<file path="src/rtl/ppt_pkg.sv">
// shared constants, register codes and the money saturation helper for the position tracker
package ppt_pkg;

    localparam int PRICE_BITS = 32;
    localparam int QTY_BITS   = 24;
    localparam int FRAC_BITS  = 16;

    localparam int SYM_W   = 16;
    localparam int OID_W   = 32;
    localparam int POS_W   = 40;
    localparam int AVG_W   = PRICE_BITS + FRAC_BITS;
    localparam int MONEY_W = 64;
    localparam int CNT_W   = 32;
    localparam int VOL_W   = 48;

    // held magnitude, one bit more than the position to hold |min| and a fresh add
    localparam int MAG_W   = POS_W + 1;
    // notional qty * price with fraction bits
    localparam int NOT_W   = PRICE_BITS + QTY_BITS + FRAC_BITS;
    // dividend bound: held * average cost + notional
    localparam int NUM_W   = AVG_W + POS_W;
    // shared accumulator, wide enough for any product plus a money value
    localparam int ACC_W   = 96;
    localparam int STEP_W  = 7;

    localparam int IN_W    = SYM_W + 2 * OID_W + 2 * PRICE_BITS + QTY_BITS;
    localparam int IN_BYTES = (IN_W + 7) / 8;
    localparam int OUT_W   = POS_W + AVG_W + 4 * MONEY_W + CNT_W + VOL_W;
    localparam int OUT_BYTES = (OUT_W + 7) / 8;

    localparam int APB_AW  = 5;
    localparam int APB_DW  = 64;

    typedef enum logic [1:0] {
        REG_SYMBOL    = 2'd0,
        REG_BUY_ID    = 2'd1,
        REG_SELL_ID   = 2'd2,
        REG_INIT_CASH = 2'd3
    } t_reg_idx;

    function automatic logic [MONEY_W-1:0] f_sat_money(input logic [ACC_W-1:0] v);
        logic hi_zero;
        logic hi_ones;
        hi_zero = (v[ACC_W-1:MONEY_W-1] == '0);
        hi_ones = (v[ACC_W-1:MONEY_W-1] == '1);
        if (hi_zero || hi_ones) begin
            f_sat_money = v[MONEY_W-1:0];
        end else if (v[ACC_W-1]) begin
            f_sat_money = {1'b1, {(MONEY_W-1){1'b0}}};
        end else begin
            f_sat_money = {1'b0, {(MONEY_W-1){1'b1}}};
        end
    endfunction

endpackage

</file>
<file path="src/rtl/position_pnl_tracker.sv">
// average-cost position and profit tracker for one symbol, with its sequencer and shared unit
//
// One executed trade enters per item; the tracker checks the symbol and our resting buy,
// then sell, quote id (an id register of zero never matches) and, when ours, books the
// trade with average-cost accounting: adds grow the position and reweight the average
// cost, closes book realized profit, a close larger than the position flips it and
// restarts the average at the trade price. Every item returns one result with the state
// after the trade and unrealized and total profit at the mark price. Money and average
// cost carry 16 fraction bits; money values saturate to signed 64 bits, average cost to
// 48 bits, position to 40 bits, counters at all ones. All products are built by one
// shift-add unit, one multiplier bit per cycle; the new average cost goes through a
// restoring divider that retires one quotient bit per cycle. An item that is not ours
// takes one product, a close three products, an add three products and the division.
// The block takes one item at a time; a finished result sits in the output register,
// so the next item is accepted while it waits. Configuration is to be written over the
// register port only while idle; the block itself does not enforce it. A write of
// initial cash also loads the cash balance.
module position_pnl_tracker
    import ppt_pkg::*;
(
    input  logic                      i_clk,
    input  logic                      i_rst_n,
    // trade in
    input  logic                      s_axis_tvalid,
    output logic                      s_axis_tready,
    // symbol_id, buy_order_id, sell_order_id, trade_price, trade_quantity, mark_price
    input  logic [8*IN_BYTES-1:0]     s_axis_tdata,
    // result out
    output logic                      m_axis_tvalid,
    input  logic                      m_axis_tready,
    // out_position, out_average_cost, out_realized_profit, out_cash,
    // out_unrealized_profit, out_total_profit, out_trade_count, out_volume
    output logic [8*OUT_BYTES-1:0]    m_axis_tdata,
    // trade_applied
    output logic                      m_axis_tuser,
    // register port
    input  logic                      psel,
    input  logic                      penable,
    input  logic                      pwrite,
    input  logic [APB_AW-1:0]         paddr,
    input  logic [APB_DW-1:0]         pwdata,
    output logic [APB_DW-1:0]         prdata,
    output logic                      pready
);

    typedef enum logic [3:0] {
        S_IDLE,
        S_NOT,      // qty * price
        S_APPLY,    // cash, counters, pick add or close
        S_COST,     // held * average cost
        S_SUM,      // plus notional, new position
        S_DIV,      // total / new held
        S_REAL,     // per-unit profit * closed qty
        S_RADD,     // book realized profit
        S_UPREP,    // set up mark-to-market product
        S_UNREAL,   // |mark - avg| * held
        S_FIN       // wait for output register, load result
    } t_state;

    t_state r_state;

    // configuration
    logic [SYM_W-1:0]    r_own_sym;
    logic [OID_W-1:0]    r_buy_id;
    logic [OID_W-1:0]    r_sell_id;
    logic [MONEY_W-1:0]  r_init_cash;

    // tracker state
    logic [POS_W-1:0]    r_pos;
    logic [AVG_W-1:0]    r_avg;
    logic [MONEY_W-1:0]  r_real;
    logic [MONEY_W-1:0]  r_cash;
    logic [CNT_W-1:0]    r_count;
    logic [VOL_W-1:0]    r_vol;

    // item being worked on
    logic [PRICE_BITS-1:0] r_price;
    logic [QTY_BITS-1:0]   r_qty;
    logic [PRICE_BITS-1:0] r_mark;
    logic                  r_buy;
    logic                  r_applied;

    // shared unit
    logic [ACC_W-1:0]    r_acc;
    logic [AVG_W-1:0]    r_mcand;
    logic [MAG_W-1:0]    r_mplier;
    logic [MAG_W-1:0]    r_rem;
    logic [MAG_W-1:0]    r_nheld;
    logic [NOT_W-1:0]    r_notional;
    logic [STEP_W-1:0]   r_step;
    logic                r_neg;

    // output register
    logic                r_m_valid;
    logic [OUT_W-1:0]    r_m_data;
    logic                r_m_user;

    // field split of the input item
    logic [SYM_W-1:0]      w_sym;
    logic [OID_W-1:0]      w_bid;
    logic [OID_W-1:0]      w_sid;
    logic [PRICE_BITS-1:0] w_in_price;
    logic [QTY_BITS-1:0]   w_in_qty;
    logic [PRICE_BITS-1:0] w_in_mark;
    logic                  w_match_buy;
    logic                  w_match_sell;

    logic                  w_cfg_wr;
    t_reg_idx              w_cfg_idx;

    logic [ACC_W-1:0]    w_mul_sum;
    logic [MAG_W:0]      w_rem_sh;
    logic [MAG_W+1:0]    w_div_diff;
    logic [NUM_W-1:0]    w_quot;
    logic [AVG_W-1:0]    w_quot_sat;

    logic [MAG_W-1:0]    w_pos_ext;
    logic [MAG_W-1:0]    w_held;
    logic [MAG_W-1:0]    w_nheld;
    logic [MAG_W-1:0]    w_qty_ext;
    logic                w_qty_le;
    logic [MAG_W-1:0]    w_close_k;
    logic [MAG_W-1:0]    w_rest;
    logic                w_rest_neg;
    logic [POS_W-1:0]    w_rest_pos;
    logic                w_add_case;
    logic [POS_W-1:0]    w_add_pos;

    logic [AVG_W-1:0]    w_pxf;
    logic [AVG_W:0]      w_per;
    logic [AVG_W-1:0]    w_per_mag;
    logic [AVG_W:0]      w_udiff;
    logic [AVG_W-1:0]    w_udiff_mag;

    logic [NOT_W-1:0]    w_notional;
    logic [ACC_W-1:0]    w_cash_ext;
    logic [ACC_W-1:0]    w_cash_new;
    logic [ACC_W-1:0]    w_real_ext;
    logic [ACC_W-1:0]    w_real_new;
    logic [ACC_W-1:0]    w_unreal;
    logic [VOL_W:0]      w_vol_sum;
    logic                w_out_free;

    localparam logic [POS_W-1:0] POS_MAX = {1'b0, {(POS_W-1){1'b1}}};
    localparam logic [POS_W-1:0] POS_MIN = {1'b1, {(POS_W-1){1'b0}}};

    assign w_sym      = s_axis_tdata[SYM_W-1:0];
    assign w_bid      = s_axis_tdata[SYM_W+OID_W-1:SYM_W];
    assign w_sid      = s_axis_tdata[SYM_W+2*OID_W-1:SYM_W+OID_W];
    assign w_in_price = s_axis_tdata[SYM_W+2*OID_W+PRICE_BITS-1:SYM_W+2*OID_W];
    assign w_in_qty   = s_axis_tdata[SYM_W+2*OID_W+PRICE_BITS+QTY_BITS-1:
                                     SYM_W+2*OID_W+PRICE_BITS];
    assign w_in_mark  = s_axis_tdata[IN_W-1:SYM_W+2*OID_W+PRICE_BITS+QTY_BITS];

    // buy side wins when both ids match
    assign w_match_buy  = (w_sym == r_own_sym) && (w_bid != '0) && (w_bid == r_buy_id);
    assign w_match_sell = (w_sym == r_own_sym) && (w_sid != '0) && (w_sid == r_sell_id)
                          && !w_match_buy;

    assign s_axis_tready = (r_state == S_IDLE);
    assign m_axis_tvalid = r_m_valid;
    assign m_axis_tdata  = {{(8*OUT_BYTES-OUT_W){1'b0}}, r_m_data};
    assign m_axis_tuser  = r_m_user;
    assign pready        = 1'b1;
    assign w_out_free    = !r_m_valid || m_axis_tready;

    assign w_cfg_wr  = psel && penable && pwrite;
    assign w_cfg_idx = t_reg_idx'(paddr[APB_AW-1:3]);

    always_comb begin
        case (t_reg_idx'(paddr[APB_AW-1:3]))
            REG_SYMBOL:    prdata = APB_DW'(r_own_sym);
            REG_BUY_ID:    prdata = APB_DW'(r_buy_id);
            REG_SELL_ID:   prdata = APB_DW'(r_sell_id);
            REG_INIT_CASH: prdata = APB_DW'(r_init_cash);
            default:       prdata = '0;
        endcase
    end

    always_comb begin
        // shift-add step, multiplier msb first
        w_mul_sum  = {r_acc[ACC_W-2:0], 1'b0} +
                     (r_mplier[MAG_W-1] ? ACC_W'(r_mcand) : '0);
        // restoring divide step, dividend shifts out of the accumulator
        w_rem_sh   = {r_rem, r_acc[NUM_W-1]};
        w_div_diff = {1'b0, w_rem_sh} - {2'b00, r_nheld};
        w_quot     = {r_acc[NUM_W-2:0], !w_div_diff[MAG_W+1]};
        w_quot_sat = (w_quot[NUM_W-1:AVG_W] != '0) ? '1 : w_quot[AVG_W-1:0];

        w_pos_ext  = {r_pos[POS_W-1], r_pos};
        w_held     = r_pos[POS_W-1] ? (~w_pos_ext + 1'b1) : w_pos_ext;
        w_qty_ext  = MAG_W'(r_qty);
        w_nheld    = w_held + w_qty_ext;
        w_qty_le   = (w_qty_ext <= w_held);
        w_close_k  = w_qty_le ? w_qty_ext : w_held;
        w_rest     = w_qty_le ? (w_held - w_qty_ext) : (w_qty_ext - w_held);
        // partial close keeps the old side, a flip takes the trade's side
        w_rest_neg = w_qty_le ? r_buy : !r_buy;
        w_rest_pos = w_rest_neg ? POS_W'(~w_rest + 1'b1) : POS_W'(w_rest);
        w_add_case = r_buy ? !r_pos[POS_W-1] : (r_pos[POS_W-1] || (r_pos == '0));

        if (r_buy) begin
            w_add_pos = (r_nheld > MAG_W'(POS_MAX)) ? POS_MAX : POS_W'(r_nheld);
        end else begin
            w_add_pos = (r_nheld > MAG_W'(POS_MAX) + 1'b1) ? POS_MIN
                                                           : POS_W'(~r_nheld + 1'b1);
        end

        w_pxf       = {r_price, {FRAC_BITS{1'b0}}};
        // short covered by a buy gains avg - price, long sold gains price - avg
        w_per       = r_buy ? ({1'b0, r_avg} - {1'b0, w_pxf}) : ({1'b0, w_pxf} - {1'b0, r_avg});
        w_per_mag   = w_per[AVG_W] ? AVG_W'(~w_per + 1'b1) : w_per[AVG_W-1:0];
        w_udiff     = {1'b0, r_mark, {FRAC_BITS{1'b0}}} - {1'b0, r_avg};
        w_udiff_mag = w_udiff[AVG_W] ? AVG_W'(~w_udiff + 1'b1) : w_udiff[AVG_W-1:0];

        w_notional  = {r_acc[PRICE_BITS+QTY_BITS-1:0], {FRAC_BITS{1'b0}}};
        w_cash_ext  = {{(ACC_W-MONEY_W){r_cash[MONEY_W-1]}}, r_cash};
        w_cash_new  = r_buy ? (w_cash_ext - ACC_W'(w_notional))
                            : (w_cash_ext + ACC_W'(w_notional));
        w_real_ext  = {{(ACC_W-MONEY_W){r_real[MONEY_W-1]}}, r_real};
        w_real_new  = r_neg ? (w_real_ext - r_acc) : (w_real_ext + r_acc);
        w_unreal    = r_neg ? (~r_acc + 1'b1) : r_acc;
        w_vol_sum   = {1'b0, r_vol} + (VOL_W+1)'(r_qty);
    end

    always_ff @(posedge i_clk) begin
        if (!i_rst_n) begin
            r_state     <= S_IDLE;
            r_own_sym   <= '0;
            r_buy_id    <= '0;
            r_sell_id   <= '0;
            r_init_cash <= '0;
            r_pos       <= '0;
            r_avg       <= '0;
            r_real      <= '0;
            r_cash      <= '0;
            r_count     <= '0;
            r_vol       <= '0;
            r_m_valid   <= 1'b0;
            r_step      <= '0;
        end else begin
            // a new result takes the output register as the old one leaves
            if ((r_state == S_FIN) && w_out_free) begin
                r_m_valid <= 1'b1;
            end else if (m_axis_tready) begin
                r_m_valid <= 1'b0;
            end

            if (w_cfg_wr) begin
                case (w_cfg_idx)
                    REG_SYMBOL:  r_own_sym <= pwdata[SYM_W-1:0];
                    REG_BUY_ID:  r_buy_id  <= pwdata[OID_W-1:0];
                    REG_SELL_ID: r_sell_id <= pwdata[OID_W-1:0];
                    REG_INIT_CASH: begin
                        r_init_cash <= pwdata[MONEY_W-1:0];
                        r_cash      <= pwdata[MONEY_W-1:0];
                    end
                    default: ;
                endcase
            end

            case (r_state)
                S_IDLE: begin
                    if (s_axis_tvalid) begin
                        r_price   <= w_in_price;
                        r_qty     <= w_in_qty;
                        r_mark    <= w_in_mark;
                        r_buy     <= w_match_buy;
                        r_applied <= w_match_buy || w_match_sell;
                        r_acc     <= '0;
                        r_step    <= '0;
                        r_mcand   <= AVG_W'(w_in_price);
                        r_mplier  <= MAG_W'(w_in_qty);
                        r_state   <= (w_match_buy || w_match_sell) ? S_NOT : S_UPREP;
                    end
                end

                S_NOT, S_COST, S_REAL, S_UNREAL: begin
                    r_acc    <= w_mul_sum;
                    r_mplier <= {r_mplier[MAG_W-2:0], 1'b0};
                    r_step   <= r_step + 1'b1;
                    if (r_step == STEP_W'(MAG_W - 1)) begin
                        r_step <= '0;
                        case (r_state)
                            S_NOT:   r_state <= S_APPLY;
                            S_COST:  r_state <= S_SUM;
                            S_REAL:  r_state <= S_RADD;
                            default: r_state <= S_FIN;
                        endcase
                    end
                end

                S_APPLY: begin
                    r_notional <= w_notional;
                    r_cash     <= f_sat_money(w_cash_new);
                    if (r_count != '1) begin
                        r_count <= r_count + 1'b1;
                    end
                    r_vol  <= w_vol_sum[VOL_W] ? '1 : w_vol_sum[VOL_W-1:0];
                    r_acc  <= '0;
                    r_step <= '0;
                    if (w_add_case) begin
                        r_nheld  <= w_nheld;
                        r_mcand  <= r_avg;
                        r_mplier <= w_held;
                        r_state  <= S_COST;
                    end else begin
                        // per-unit profit is taken before the average moves
                        r_neg    <= w_per[AVG_W];
                        r_mcand  <= w_per_mag;
                        r_mplier <= w_close_k;
                        r_pos    <= w_rest_pos;
                        if (w_qty_le) begin
                            if (w_rest == '0) begin
                                r_avg <= '0;
                            end
                        end else begin
                            r_avg <= w_pxf;
                        end
                        r_state  <= S_REAL;
                    end
                end

                S_SUM: begin
                    r_acc  <= r_acc + ACC_W'(r_notional);
                    r_pos  <= w_add_pos;
                    r_rem  <= '0;
                    r_step <= '0;
                    if (r_nheld == '0) begin
                        r_avg   <= '0;
                        r_state <= S_UPREP;
                    end else begin
                        r_state <= S_DIV;
                    end
                end

                S_DIV: begin
                    r_acc[NUM_W-1:0] <= w_quot;
                    r_rem  <= w_div_diff[MAG_W+1] ? w_rem_sh[MAG_W-1:0]
                                                  : w_div_diff[MAG_W-1:0];
                    r_step <= r_step + 1'b1;
                    if (r_step == STEP_W'(NUM_W - 1)) begin
                        r_avg   <= w_quot_sat;
                        r_state <= S_UPREP;
                    end
                end

                S_RADD: begin
                    r_real  <= f_sat_money(w_real_new);
                    r_state <= S_UPREP;
                end

                S_UPREP: begin
                    // flat position gives a zero multiplier, so zero unrealized profit
                    r_acc    <= '0;
                    r_step   <= '0;
                    r_mcand  <= w_udiff_mag;
                    r_mplier <= w_held;
                    r_neg    <= w_udiff[AVG_W] ^ r_pos[POS_W-1];
                    r_state  <= S_UNREAL;
                end

                S_FIN: begin
                    if (w_out_free) begin
                        r_m_user  <= r_applied;
                        r_m_data  <= {r_vol, r_count, f_sat_money(w_real_new),
                                      f_sat_money(w_unreal), r_cash, r_real, r_avg, r_pos};
                        r_state   <= S_IDLE;
                    end
                end

                default: r_state <= S_IDLE;
            endcase
        end
    end

`ifndef ASSERT_OFF
    a_accept_blocks: assert property (@(posedge i_clk) disable iff (!i_rst_n)
        (s_axis_tvalid && s_axis_tready) |=> !s_axis_tready)
        else $error("input taken while an item is in work");

    a_div_rem: assert property (@(posedge i_clk) disable iff (!i_rst_n)
        (r_state == S_DIV) |-> (r_rem < r_nheld))
        else $error("divider remainder not below divisor");

    a_div_steps: assert property (@(posedge i_clk) disable iff (!i_rst_n)
        (r_state == S_DIV) |-> (r_step < STEP_W'(NUM_W)))
        else $error("divider step count overrun");

    a_flat_cost: assert property (@(posedge i_clk) disable iff (!i_rst_n)
        ((r_state == S_IDLE) && (r_pos == '0)) |-> (r_avg == '0))
        else $error("flat position with nonzero average cost");
`endif

endmodule
</file>
<file path="config.mk">
export PLATFORM = sky130hd
export DESIGN_NAME = position_pnl_tracker
export DESIGN_NICKNAME = d
export VERILOG_FILES = /design/src/rtl/ppt_pkg.sv /design/src/rtl/position_pnl_tracker.sv
export SDC_FILE = /design/constraint.sdc
export NUM_CORES = 2
export LEC_CHECK = 0
export ABC_CLOCK_PERIOD_IN_PS = 41000
export BUFFER_PORTS_ARGS = -buffer_cell sky130_fd_sc_hd__buf_2
export CORE_ASPECT_RATIO = 1.25
export CORE_MARGIN = 2
export CORE_UTILIZATION = 55
export DETAILED_ROUTE_END_ITERATION = 12
export PLACE_DENSITY_LB_ADDON = 0.05
export SYNTH_ARGS = -nofsm -noshare
export SYNTH_HDL_FRONTEND = slang
export SYNTH_SLANG_ARGS = --single-unit
</file>
<file path="constraint.sdc">
create_clock -name i_clk -period 41 [get_ports i_clk]
set_input_delay 6.15 -clock i_clk [delete_from_list [all_inputs] [get_ports i_clk]]
set_output_delay 6.15 -clock i_clk [all_outputs]
set_load 0.02 [all_outputs]
</file>
==> metrics list <==
* H-Tree Level Count: 4
* Post-Syn Area: 0.0903 mm²
- The worst hold path belongs to the class flip-flop to flip-flop.
* Total routed wirelength: 333,000 µm
- Number of core rows: 166
- Crit path time final: 14.03 ns
- By instance count, the leading cell after synthesis is a21oi_1.
- The die covers 0.167 mm².
- Number of warning messages in the yosys log: 0
* Clock tree from TritonCTS: built
- In this run, the number of DRC markers left after iteration 0 of detailed routing was 8,870.
- Static leakage power: 39.8 nW
* Cell Int Power: between 3 and 4 mW
- Largest net degree at the start of global routing: 172
- Before CTS, the worst setup slack after placement is 26.97 ns.
* Type of element launching the critical path: primary input
* Clk buf depth: 3
- Detailed route wirelength on metal2: between 150,000 and 200,000 µm
- The total overflow left after global routing is 0.
* Insertion delay of the later-clocked pin in the worst-skew pair: 0.84 ns
* Commonest register cell after synthesis: edfxtp_1
- The floorplan step set the die height to 457 µm.
- The largest individual stage delay along the critical path comes from the cell mux4_2.
- In this run switching power makes up 46.0% of total power.
- Setup repair after global routing left no endpoint under its margin.
- Multi-input gate area in the final layout: 0.0526 mm²
* Post-Synthesis Net Count: 11.3k
- Combinational power share: a little over 50%
- The run finished with clean final reports.
- Cells fill 61.3% of the core in the end.
* Clock transition at the registers of the reported paths: 0.06 ns
- In the finished design, the share of the clock period the worst path needs comes to 34.2%.
* Number of iterations in the first detailed-routing pass: 8
* Ordered cell list for the critical path: buf_2, buf_4, mux4_2, buf_2
- Post-CTS timing repair inserted 0 buffers for setup.
- Wire length the detailed router placed on met1: between 100,000 and 150,000 µm
- In the synthesized netlist, the cells that appear most often are 1,202 x a21oi_1, 1,184 x nand2_1, 839 x edfxtp_1, 822 x nor2_1, 632 x o21ai_0.
* Post-synth cell types: 97
- Summed over all instances, the cell type with the most area after synthesis is edfxtp_1.
- Vias in the first global route: 79.6k
- Switching power: 2.99 mW
- Area contributors post-synth: edfxtp_1 28%, dfxtp_1 10%, ha_1 6.9%
- The first global-routing pass estimated between 400,000 and 500,000 µm of wire.
* Share of layout cells above drive strength 1: approximately 12%
- Post-synthesis async set-or-reset flop share: 0%
- After routing, the total negative slack on setup checks comes to 0 ns.
- Post-synthesis sequential element count: 1,291
- Register area: 0.0342 mm²
- Hold slack final: between 0.4 and 0.5 ns
- Crit path kind: primary input to output port
- Counting every sink on the clock net gives 1,291.
- # fillers: 14.2k
- After clock tree synthesis, the flow added hold-fix buffers numbering 0.
- The core region is 0.163 mm².
- After the last flow step, the layout net total stands at approximately 12k.
* Worst path most repeated cell: buf_2
* Clock tree root buffer cell: clkbuf_16
- Avg Inst Size Synth: about 8.6 µm²
- The die is between 300 and 400 µm wide.
* Highest fanout seen on the critical path: 70
* Top Layer Used: met5
- Detailed route wirelength on metal3: 27,500 µm
* Number of buffers inserted by port buffering: approximately 730
- In the final routed layout, each cell accounts on average for 25.3 µm.
- The clock network burns 20.1% of the power.
- In this run the biggest area consumer among cell types represents around 28% of the synthesized area.
* Max_slew headroom: 6.12%
- The number of clock buffers added by TritonCTS is 139.
- The final route contains 84.4k vias.
- Setup skew after layout: ~0.042 ns
- Sequential elements use 37.9% of the synthesized area.
- VDD sags by at most 0.0915 mV.
- Setup violations remaining at the end of the flow were counted as 0.
- Weighted congestion reported at the end of routability-driven placement: 1.05
- Count of nets left with antenna violations after detail routing: 0
- Final hold violation count: 0
* Ports: 736
- Number of enable-type register cells in the synthesized netlist: 839
- Synthesis produced 10.5k cells.
- Global routing used a little under two fifths of the available tracks across all layers.
- Max Clock Freq: 71.3 MHz
* Peak per-stage delay on the critical path: 0.70 ns
- Worst endpoint required time: 34.85 ns
- The initial utilization of the core area, before any placement, comes to 55.2%.
- For this design the ratio of total power to cell area is around 65 mW/mm².
- DR DRC count: 0
* Detail-routed via count per cell: around 6.4
- Max_cap viols: 0
- Max Transition Viols Final: 0
* Nature of the critical path endpoint: output port
- Registers are responsible for between 20 and 30% of the overall power.
- In this run, post-CTS repair resized a total of 0 instances.
- Crit path DAT: 7.88 ns
* Antenna violations before repair: 44
- From synthesis to final layout, the design area changed by 10.9%.
* Min setup slack post-route: 26.97 ns
- Pin slew with the least headroom to its limit: 1.40 ns
- HPWL after detailed placement: 254,000 µm
cell families (layout without fill, tap and decap cells):
family	after synthesis	in the layout	synth area share (%)
flops	1291	1291	37.9
mux	71	71	1.04
xor+xnor	963	963	9.34
buf+inv	999	1446	4.21
simple gates	3490	3490	18.4
compound gates	3197	3197	22.0
other cells	2	20	0.00832
fa+ha+maj	507	507	7.11
path summary, 6_finish.rpt:
check | slack [ns] | end | depth (start not counted) | start
worst max-delay path | 26.97 | prdata[3] | 4 | paddr[4]
worst max register to register | 30.83 | m_axis_tdata[284]$_DFFE_PP_ | 26 | r_acc[1]$_DFFE_PP_
worst min register to register | 0.43 | m_axis_tuser$_DFFE_PP_ | 0 | r_applied$_DFFE_PP_
worst min-delay path | 0.43 | m_axis_tuser$_DFFE_PP_ | 0 | r_applied$_DFFE_PP_
stage by stage:
| step | instances | total power, mW | area [µm²] |
|---|---|---|---|
| after floorplan | 10520 | 4.15 | 90300 |
| after global placement | 12893 | 5.05 | 95400 |
| after detailed placement | 12893 | 5.11 | 95400 |
| after CTS | 13151 | 6.42 | 100000 |
| after global routing | 13160 | 6.82 | 100000 |
| final | 13169 | 6.50 | 100000 |
cell type report:
| cell class | count | share of cell area [%] |
|---|---|---|
| flip-flops and latches | 1291 | 34.2 |
| multi-input cells | 8230 | 52.5 |
| well taps | 2184 | 2.73 |
| diodes | 18 | 0.0450 |
| clock buffers | 182 | 3.74 |
| inverters | 345 | 1.30 |
| repair buffers | 843 | 4.53 |
| clock inverters | 76 | 0.994 |
sequential cells by signal (all words and copies together), names as in the netlist, 41 cells and up:
signal / cells
r_mcand: 48
m_axis_tdata: 424
r_vol: 48
r_init_cash: 64
r_real: 64
r_nheld: 41
r_avg: 48
r_acc: 96
r_notional: 56
r_cash: 64
r_rem: 41
r_mplier: 41
power groups by stage:
stage	Clock, mW	Combinational [mW]	Sequential, mW
final	1.31	3.32	1.87
after global routing	1.37	3.58	1.88
after CTS	1.32	3.25	1.86
after detailed placement	0	3.23	1.88
after global placement	0	3.18	1.88
after floorplan	0	2.40	1.75
worst max-delay path: cells and delay by family:
kind | cells | cell delay [ns]
buffers and inverters | 3 | 0.95
multiplexers | 1 | 0.70
layout by cell type (no fill, tap or decap), drive strengths merged, types with 274 or more instances in the layout:
cell type  count
a21o         274
a21oi       1202
buf          843
dfxtp        452
edfxtp       839
ha           497
inv          350
nand2       1184
nor2         823
o21ai        638
xnor2        575
xor2         388
per-layer routing:
layer  global-route usage [%]  vias to the layer above
li1                         -                    38998
met1                     44.7                    40178
met2                     63.8                     4107
met3                     7.39                     1034
met4                     24.2                       52
met5                        0                        -
Note: power is estimated with default switching activity, not from simulation.
